$ cat src/rtl/sieve_prime_count_macros.svh
// Assertion helpers used by the sieve prime count top level.
`ifndef SIEVE_PRIME_COUNT_MACROS_SVH
`define SIEVE_PRIME_COUNT_MACROS_SVH

// Check that a condition implies another in the same cycle.
`define SPC_ASSERT_SAME(label, clk, rstn, ante, cons) \
    label: assert property (@(posedge clk) disable iff (!(rstn)) (ante) |-> (cons)) \
        else $error("sieve_prime_count: same-cycle check failed");

// Check that a condition implies another in the following cycle.
`define SPC_ASSERT_NEXT(label, clk, rstn, ante, cons) \
    label: assert property (@(posedge clk) disable iff (!(rstn)) (ante) |=> (cons)) \
        else $error("sieve_prime_count: next-cycle check failed");

`endif

$ cat src/rtl/spc_pkg.sv
package spc_pkg;

    // Width of the limit and count fields.
    localparam int unsigned DATA_W = 16;

    // Largest limit that a 16-bit field can carry.
    localparam int unsigned FIELD_MAX = 65535;

    // Upper bound on the count for any 16-bit limit.
    localparam logic [DATA_W-1:0] COUNT_BOUND = 16'd6542;

    // Sequencer states, one-hot.
    typedef enum logic [5:0] {
        ST_CLEAR = 6'b000001,
        ST_IDLE  = 6'b000010,
        ST_READ  = 6'b000100,
        ST_TEST  = 6'b001000,
        ST_MARK  = 6'b010000,
        ST_DONE  = 6'b100000
    } state_t;

endpackage

$ cat src/rtl/spc_walk.sv
module spc_walk #(
    parameter int unsigned DEPTH = 65536,
    parameter int unsigned AW    = 16
) (
    input  logic                       aclk,
    input  logic                       aresetn,
    // item intake
    input  logic                       in_valid,
    output logic                       in_ready,
    input  logic [AW-1:0]              in_lim,
    // result hand-off
    output logic                       res_valid,
    input  logic                       res_ready,
    output logic [spc_pkg::DATA_W-1:0] res_count,
    // map port
    output logic                       wr_en,
    output logic [AW-1:0]              wr_addr,
    output logic                       wr_data,
    output logic                       rd_en,
    output logic [AW-1:0]              rd_addr,
    input  logic                       rd_data
);

    localparam logic [AW-1:0] LAST_ADDR = AW'(DEPTH - 1);
    localparam logic [AW-1:0] TWO       = AW'(2);

    spc_pkg::state_t state_reg, state_next;
    logic [AW-1:0]              a_reg, a_next;
    logic [2*AW-1:0]            sq_reg, sq_next;
    logic [AW:0]                b_reg, b_next;
    logic [AW-1:0]              lim_reg, lim_next;
    logic [spc_pkg::DATA_W-1:0] cnt_reg, cnt_next;
    logic [AW-1:0]              clr_reg, clr_next;

    logic [AW-1:0]   a_inc;
    logic [2*AW-1:0] sq_inc;
    logic [AW:0]     b_inc;
    logic            sq_fits;

    // Next number and its square, kept without a multiplier
    assign a_inc   = a_reg + AW'(1);
    assign sq_inc  = sq_reg + {{(AW-1){1'b0}}, a_reg, 1'b1};
    assign b_inc   = b_reg + {1'b0, a_reg};
    assign sq_fits = (sq_reg <= {{AW{1'b0}}, lim_reg});

    assign in_ready  = (state_reg == spc_pkg::ST_IDLE);
    assign res_valid = (state_reg == spc_pkg::ST_DONE);
    assign res_count = cnt_reg;

    // Sequencer
    always_comb begin
        state_next = state_reg;
        a_next     = a_reg;
        sq_next    = sq_reg;
        b_next     = b_reg;
        lim_next   = lim_reg;
        cnt_next   = cnt_reg;
        clr_next   = clr_reg;
        wr_en      = 1'b0;
        wr_addr    = a_reg;
        wr_data    = 1'b0;
        rd_en      = 1'b0;
        rd_addr    = a_reg;

        unique case (state_reg)
            spc_pkg::ST_CLEAR: begin
                // sweep the whole map once after reset
                wr_en   = 1'b1;
                wr_addr = clr_reg;
                if (clr_reg == LAST_ADDR) begin
                    state_next = spc_pkg::ST_IDLE;
                end else begin
                    clr_next = clr_reg + AW'(1);
                end
            end
            spc_pkg::ST_IDLE: begin
                if (in_valid) begin
                    lim_next = in_lim;
                    cnt_next = '0;
                    a_next   = TWO;
                    sq_next  = (2*AW)'(4);
                    if (in_lim < TWO) begin
                        state_next = spc_pkg::ST_DONE;
                    end else begin
                        state_next = spc_pkg::ST_READ;
                    end
                end
            end
            spc_pkg::ST_READ: begin
                rd_en      = 1'b1;
                state_next = spc_pkg::ST_TEST;
            end
            spc_pkg::ST_TEST: begin
                // clear the bit behind the walk so the next transaction finds it zero
                wr_en   = 1'b1;
                wr_addr = a_reg;
                wr_data = 1'b0;
                // prefetch the next number
                rd_en   = (a_reg != lim_reg);
                rd_addr = a_inc;
                if (!rd_data) begin
                    cnt_next = cnt_reg + spc_pkg::DATA_W'(1);
                end
                if (!rd_data && sq_fits) begin
                    b_next     = {1'b0, sq_reg[AW-1:0]};
                    state_next = spc_pkg::ST_MARK;
                end else if (a_reg == lim_reg) begin
                    state_next = spc_pkg::ST_DONE;
                end else begin
                    a_next  = a_inc;
                    sq_next = sq_inc;
                end
            end
            spc_pkg::ST_MARK: begin
                // mark one multiple per cycle
                wr_en   = 1'b1;
                wr_addr = b_reg[AW-1:0];
                wr_data = 1'b1;
                if (b_inc > {1'b0, lim_reg}) begin
                    a_next     = a_inc;
                    sq_next    = sq_inc;
                    state_next = spc_pkg::ST_READ;
                end else begin
                    b_next = b_inc;
                end
            end
            spc_pkg::ST_DONE: begin
                if (res_ready) begin
                    state_next = spc_pkg::ST_IDLE;
                end
            end
            default: begin
                state_next = spc_pkg::ST_CLEAR;
            end
        endcase
    end

    // Control state
    always_ff @(posedge aclk) begin
        if (!aresetn) begin
            state_reg <= spc_pkg::ST_CLEAR;
            clr_reg   <= '0;
        end else begin
            state_reg <= state_next;
            clr_reg   <= clr_next;
        end
    end

    // Walk registers
    always_ff @(posedge aclk) begin
        a_reg   <= a_next;
        sq_reg  <= sq_next;
        b_reg   <= b_next;
        lim_reg <= lim_next;
        cnt_reg <= cnt_next;
    end

endmodule

$ cat config.mk
export PLATFORM = sky130hd
export DESIGN_NAME = spc_walk
export DESIGN_NICKNAME = d
export VERILOG_FILES = /design/src/rtl/sieve_prime_count_macros.svh /design/src/rtl/spc_pkg.sv /design/src/rtl/spc_walk.sv
export SDC_FILE = /design/constraint.sdc
export NUM_CORES = 1
export LEC_CHECK = 0
export BUFFER_PORTS_ARGS = -buffer_cell sky130_fd_sc_hd__buf_2
export CAP_MARGIN = 30
export CORE_UTILIZATION = 50
export CTS_BUF_LIST = sky130_fd_sc_hd__clkbuf_2 sky130_fd_sc_hd__clkbuf_4 sky130_fd_sc_hd__clkbuf_8
export CTS_CLUSTER_SIZE = 12
export DETAILED_ROUTE_END_ITERATION = 8
export GPL_ROUTABILITY_DRIVEN = 0
export PLACE_DENSITY = 0.69
export SKIP_LAST_GASP = 1
export SYNTH_ARGS = -nofsm -noshare
export SYNTH_HDL_FRONTEND = slang
export SYNTH_SLANG_ARGS = --single-unit
$ cat constraint.sdc
create_clock -name aclk -period 7.6 [get_ports aclk]
set_input_delay 1.14 -clock aclk [delete_from_list [all_inputs] [get_ports aclk]]
set_output_delay 1.14 -clock aclk [all_outputs]
set_load 0.05 [all_outputs]
# ---- Word level (Yosys, flattened, before mapping)
# Index checks and enable logic that the tools add are counted.
dict set report totals {
  reg_bits 119
  wordCells 76
  in_bits 21
  out_inout_bits 53
}
dict set report classes {
  eq_ne 19
  reduce_logical 12
  mux 29
  bitwise 1
  n_addsub 5
  magnitude_cmp 3
}
# op count
set ops {}
lappend ops {{two-way mux 32 bit} 4}
lappend ops {{two-way mux 16 bit} 7}
lappend ops {{one-hot mux 32 bit (3 select lines)} 1}
lappend ops {{one-hot mux 16 bit (2 select lines)} 2}
lappend ops {{adder 16 x 1 -> 16 bit, second input constant} 3}
lappend ops {{one-hot mux 16 bit (3 select lines)} 1}
lappend ops {{two-way mux 6 bit} 7}
lappend ops {{one-hot mux 6 bit (6 select lines)} 1}
lappend ops {{two-way mux 17 bit} 2}
lappend ops {{one-hot mux 17 bit (2 select lines)} 1}
lappend ops {{adder 32 x 17 -> 32 bit} 1}
lappend ops {{less-or-equal comparator 32 x 16 -> 1 bit} 1}
lappend ops {{adder 17 x 16 -> 17 bit} 1}
lappend ops {{> comparator 17 x 16 -> 1 bit} 1}
lappend ops {{== test 16 bit} 1}
lappend ops {{== test 16 bit, second input constant} 1}
lappend ops {{less-than comparator 16 x 2 -> 1 bit, second input constant} 1}
lappend ops {{inequality test 16 bit} 1}
lappend ops {{inequality test 2 bit, second input constant} 8}
lappend ops {{AND reduction 5 bit} 2}
lappend ops {{== test 6 x 1 -> 1 bit, second input constant} 1}
lappend ops {{== test 6 x 2 -> 1 bit, second input constant} 1}
lappend ops {{== test 6 x 3 -> 1 bit, second input constant} 1}
lappend ops {{== test 6 x 4 -> 1 bit, second input constant} 1}
lappend ops {{14 further kinds} 18}

# ---- Depth between registers and ports, before layout
dict set report logic_depth {
  ltp_word 4
  depth_mapped 17
  ltp_nobuf 17
}

# ---- Worst setup path before layout
# OpenSTA, ideal clock, no wires.
dict set report synth_timing {
  kind {reg-to-reg}
  startpoint {reg a_reg[0]}
  endpoint {reg a_reg[0] (enable)}
  synth_period_minus_slack_ns 6.572
  setup_slack_ns 1.028
  t_arrival_ns 6.090
  setup_time_ns 0.482
  stages_incl_launch_ff 17
  n_path_buf 0
  t_required_ns 7.118
  path_cell_list {edfxtp_1 ha_1 fa_1 a211o_1 o211ai_1 a211o_1 a21boi_0 o21ai_0 nand2_1 xor2_1 ha_1 nand3_1 and3_1 a211o_1 o2111a_1 or3_1 a31oi_1}
}
dict set report synth_between {
  elab_chain_len 4
  elab_cells_between_ends 6
  cone_classes {add/sub: 1; order compare: 1; eq/ne: 3; reduce/logical: 1}
}
# item line
set synth_rtl {}
lappend synth_rtl {{start: declaration} spc_walk.sv:28} ;# logic [AW-1:0] a_reg, a_next;
lappend synth_rtl {{start signal: assignment} spc_walk.sv:151} ;# a_reg <= a_next;
lappend synth_rtl {{adder 17 x 16 -> 17 bit} spc_walk.sv:43} ;# assign b_inc = b_reg + {1'b0, a_reg};
lappend synth_rtl {{> comparator 17 x 16 -> 1 bit} spc_walk.sv:119} ;# if (b_inc > {1'b0, lim_reg}) begin
lappend synth_rtl {{inequality test 2 bit (no line)} -}
lappend synth_rtl {{AND reduction 5 bit (no line) *} -}
# Mark *: on every way between the ends. The rest lies on a longest branch, timed or not.
# A chain may end at the register's enable or synchronous reset.

# ---- Worst setup path in the final report
dict set report layout_timing {
  startpoint {reg a_reg[0]}
  endpoint {reg sq_reg[4] (enable)}
}
dict set report layout_between {
  elab_chain_len 4
  elab_cells_between_ends 6
  cone_classes {add/sub: 1; order compare: 1; eq/ne: 3; reduce/logical: 1}
}
# item line
set layout_rtl {}
lappend layout_rtl {{adder 17 x 16 -> 17 bit} spc_walk.sv:43}
lappend layout_rtl {{> comparator 17 x 16 -> 1 bit} spc_walk.sv:119}
lappend layout_rtl {{inequality test 2 bit (no line)} -}
lappend layout_rtl {{AND reduction 5 bit (no line) *} -}
lappend layout_rtl {{end signal: assignment} spc_walk.sv:152} ;# sq_reg <= sq_next;
lappend layout_rtl {{end: declaration} spc_walk.sv:29} ;# logic [2*AW-1:0] sq_reg, sq_next;
# Marked as above.

==> reports/results.tsv <==
metric	value	unit
final_layout_size_suffix_gt1_share	13.65	%
fin_cells	1231	
hold_path_class	reg -> reg	
worst-path-max-fanout	27	
die_w	133.4	um
dp_hpwl	15.88	mm
setup_viol	0	
finalNetCount	1088	
num_rows	47	
synth_commonest_cells	131 x nand2_1, 97 x edfxtp_1, 84 x nor2_1	
cts_tree	built	
critical_path_required	7730	ps
nFillCells	1520	
p_per_area	160.5	nW/um^2
cts_setup_buffers	0	
synth.most_common_cell	nand2_1	
worstPathArrival	5750	ps
async_flop_share	0	%
status	finished, final reports clean	
hp-start	clr_reg[12]$_SDFFE_PN0P_	
p_int	0.001162	W
syn_avg_cell_area	9.203	um^2
syn_nets	1028	
yosys.area.top_type_share	33.74	%
clk_latency	460	ps
insertedDiodeCount	0	
pin_count	74	
fin_crit_sh	74.00	%
synth_warnings	0	
yosys_register_bits	119	
synthTopCellsByArea	edfxtp_1 34%, ha_1 9.7%, nand2_1 5.7%	
ant_nets	0	
ir_worst_vdd	102.9	uV
yosys_most_used_dff	edfxtp_1	
largest_register_ffs	32	
cts_buffers	17	
relSlewSlack	35.82	%
cts_htree_levels	4	
slew_viol_final	0	
final.setup_skew	10.19	ps
synth_area	8632	um^2
cts_hold_buf	0	
grt_start_max_net_pins	65	
post-place-cells	1199	
antenna_found_initial	0	
drt-total-wl	21.76	mm
grt_setup_unrepaired	false	
grt_first_pass_wirelength	34.52	mm
yosysSeqAreaShare	38.85	%
cts_buffer_depth	2	
die_h	133.4	um
drc_errors	0	
viasPerCell	5.846	
core-area	16700	um^2
clock_power_share	45.0	%
worstSetupEndpointType	register	
min_period	5624	ps
leakage	3.878	nW
synth_cells	938	
fmax	177.8	MHz
cap_viol_max_count	0	
holdPathEnd	clr_reg[12]$_SDFFE_PN0P_	
reg2reg_setup_slack	1980	ps
start_util	51.69	%
syn2layout_area_growth	11.64	%
power.share.combinational	8.9	%
min_path_cells	2	
seqCellArea	3353	um^2
final_util	57.70	%
pwr-share-seq	46.1	%
grt_usage	25.12	%
dieArea	17790	um^2
cp-start-kind	register	
grt-ovfl-total	0	
timing.rr.start	a_reg[0]$_SDFFCE_PN0P_	
port_buffers	73	
final_hold_viol_count	0	
firstDrtPassIters	5	
critPathKind	reg -> reg	
p_sw_share	24.91	%
postCtsResizedCells	0	
worst_pin_slew	953.8	ps
worstRegToRegCells	18	
synth.distinct_cells	72	
p_sw	0.0003854	W
multi_input_area	4966	um^2
path_clk_slew	70	ps
numClockSinks	119	
grt_pass1_vias	6634	
worstReg2RegEnd	sq_reg[4]$_SDFFCE_PN0P_	
fin_setup_tns	0	ps
vias	7197	
synth-edff-count	97	
routedWlPerCell	17.68	um
ctsRootBufferMaster	clkbuf_8	
drtIter0Drc	626	
yosysTopAreaCell	edfxtp_1	
## per-stage QoR
| step | hold WS, ps | area (um^2) | setup WS (ps) | total power, W |
|---|---|---|---|---|
| after global routing | 536.9 | 9637 | 1714 | 0.001592 |
| after CTS | 499.8 | 9637 | 2009 | 0.001553 |
| after floorplan | 464.0 | 8632 | 1028 | 0.0008239 |
| after global placement | 487.0 | 9163 | 2155 | 0.0008623 |
| final | 504.1 | 9637 | 1976 | 0.001547 |
| after detailed placement | 485.9 | 9170 | 2019 | 0.0008642 |
## critical path, cell delays in order, from the launching register on
cell and delay (ps):
edfxtp_1 550, ha_1 300, fa_1 420, a211o_1 270
o211ai_1 150, a211o_1 230, a21boi_0 90, o21ai_0 310
nand2_1 110, xor2_1 150, ha_1 290, nand3_1 110
nor2_1 40, and3_1 180, a211o_1 260, o2111a_1 160
or3_1 450, a31oi_4 760, buf_4 440
## power by group through the flow
stage / registers, W / logic [W] / clock network, W
after floorplan: 0.000725 / 0.0000985 / 0
after global placement: 0.000728 / 0.000134 / 0
after detailed placement: 0.000728 / 0.000136 / 0
after CTS: 0.000714 / 0.000136 / 0.000703
after global routing: 0.000715 / 0.000147 / 0.000730
final: 0.000714 / 0.000137 / 0.000696
## kinds of logic after synthesis
family                   Yosys count  synth area share (%)
buffers and inverters             78                 3.884
multiplexers                       5                0.6233
AND/OR/NAND/NOR                  403                 23.47
XOR/XNOR                          91                 9.233
flip-flops                       119                 38.85
AO/OA/AOI/OAI                    173                 13.77
adder cells (fa/ha/maj)           69                 10.18
## cells in the final DEF, fill, tap and decap left out, types with 6 or more instances in the layout
cell	instances
nand2_1	131
edfxtp_1	97
nor2_1	83
buf_2	73
ha_1	67
xor2_1	51
a21oi_1	44
xnor2_1	40
inv_1	35
o21ai_0	34
nand3_1	31
dfxtp_1	22
nor3_1	19
nor4_1	19
nand4_1	19
a22oi_1	17
clkbuf_8	17
and3_1	16
nor4b_1	13
a31oi_1	12
or3_1	11
a21o_1	10
buf_4	10
nor2b_1	9
or2_2	7
a211o_1	7
or4_1	7
nand2b_1	6
bufinv_16	6
## routing by layer
layer	GRT usage [%]	wire (um)	vias to the layer above
met4	7.576	337	0
met1	36.62	10410	3396
met2	37.56	9634	214
met3	4.909	1375	25
li1	-	-	3562
met5	0	0	-
## layout make-up
cell class / instances / area share, %
clock inverter: 15 / 2.415
tap: 220 / 2.856
multi-input combinational: 741 / 51.53
inverter: 36 / 1.402
sequential: 119 / 34.80
clock buffer: 17 / 2.428
timing repair buffer: 83 / 4.570
## worst max-delay path by stage
| stage | from | to | depth (start not counted) |
|---|---|---|---|
| 6_report | a_reg[0]$_SDFFCE_PN0P_ | sq_reg[4]$_SDFFCE_PN0P_ | 18 |
| 5_1_grt | a_reg[0]$_SDFFCE_PN0P_ | sq_reg[0]$_SDFFCE_PN0P_ | 18 |
| 4_1_cts | a_reg[0]$_SDFFCE_PN0P_ | sq_reg[19]$_SDFFCE_PN0P_ | 17 |
| 3_5_place_dp | a_reg[0]$_SDFFCE_PN0P_ | sq_reg[27]$_SDFFCE_PN0P_ | 17 |
| 3_3_place_gp | a_reg[0]$_SDFFCE_PN0P_ | sq_reg[0]$_SDFFCE_PN0P_ | 17 |
| 2_1_floorplan | a_reg[0]$_SDFFCE_PN0P_ | a_reg[0]$_SDFFCE_PN0P_ | 16 |
Power figures use the tool's default switching activity.
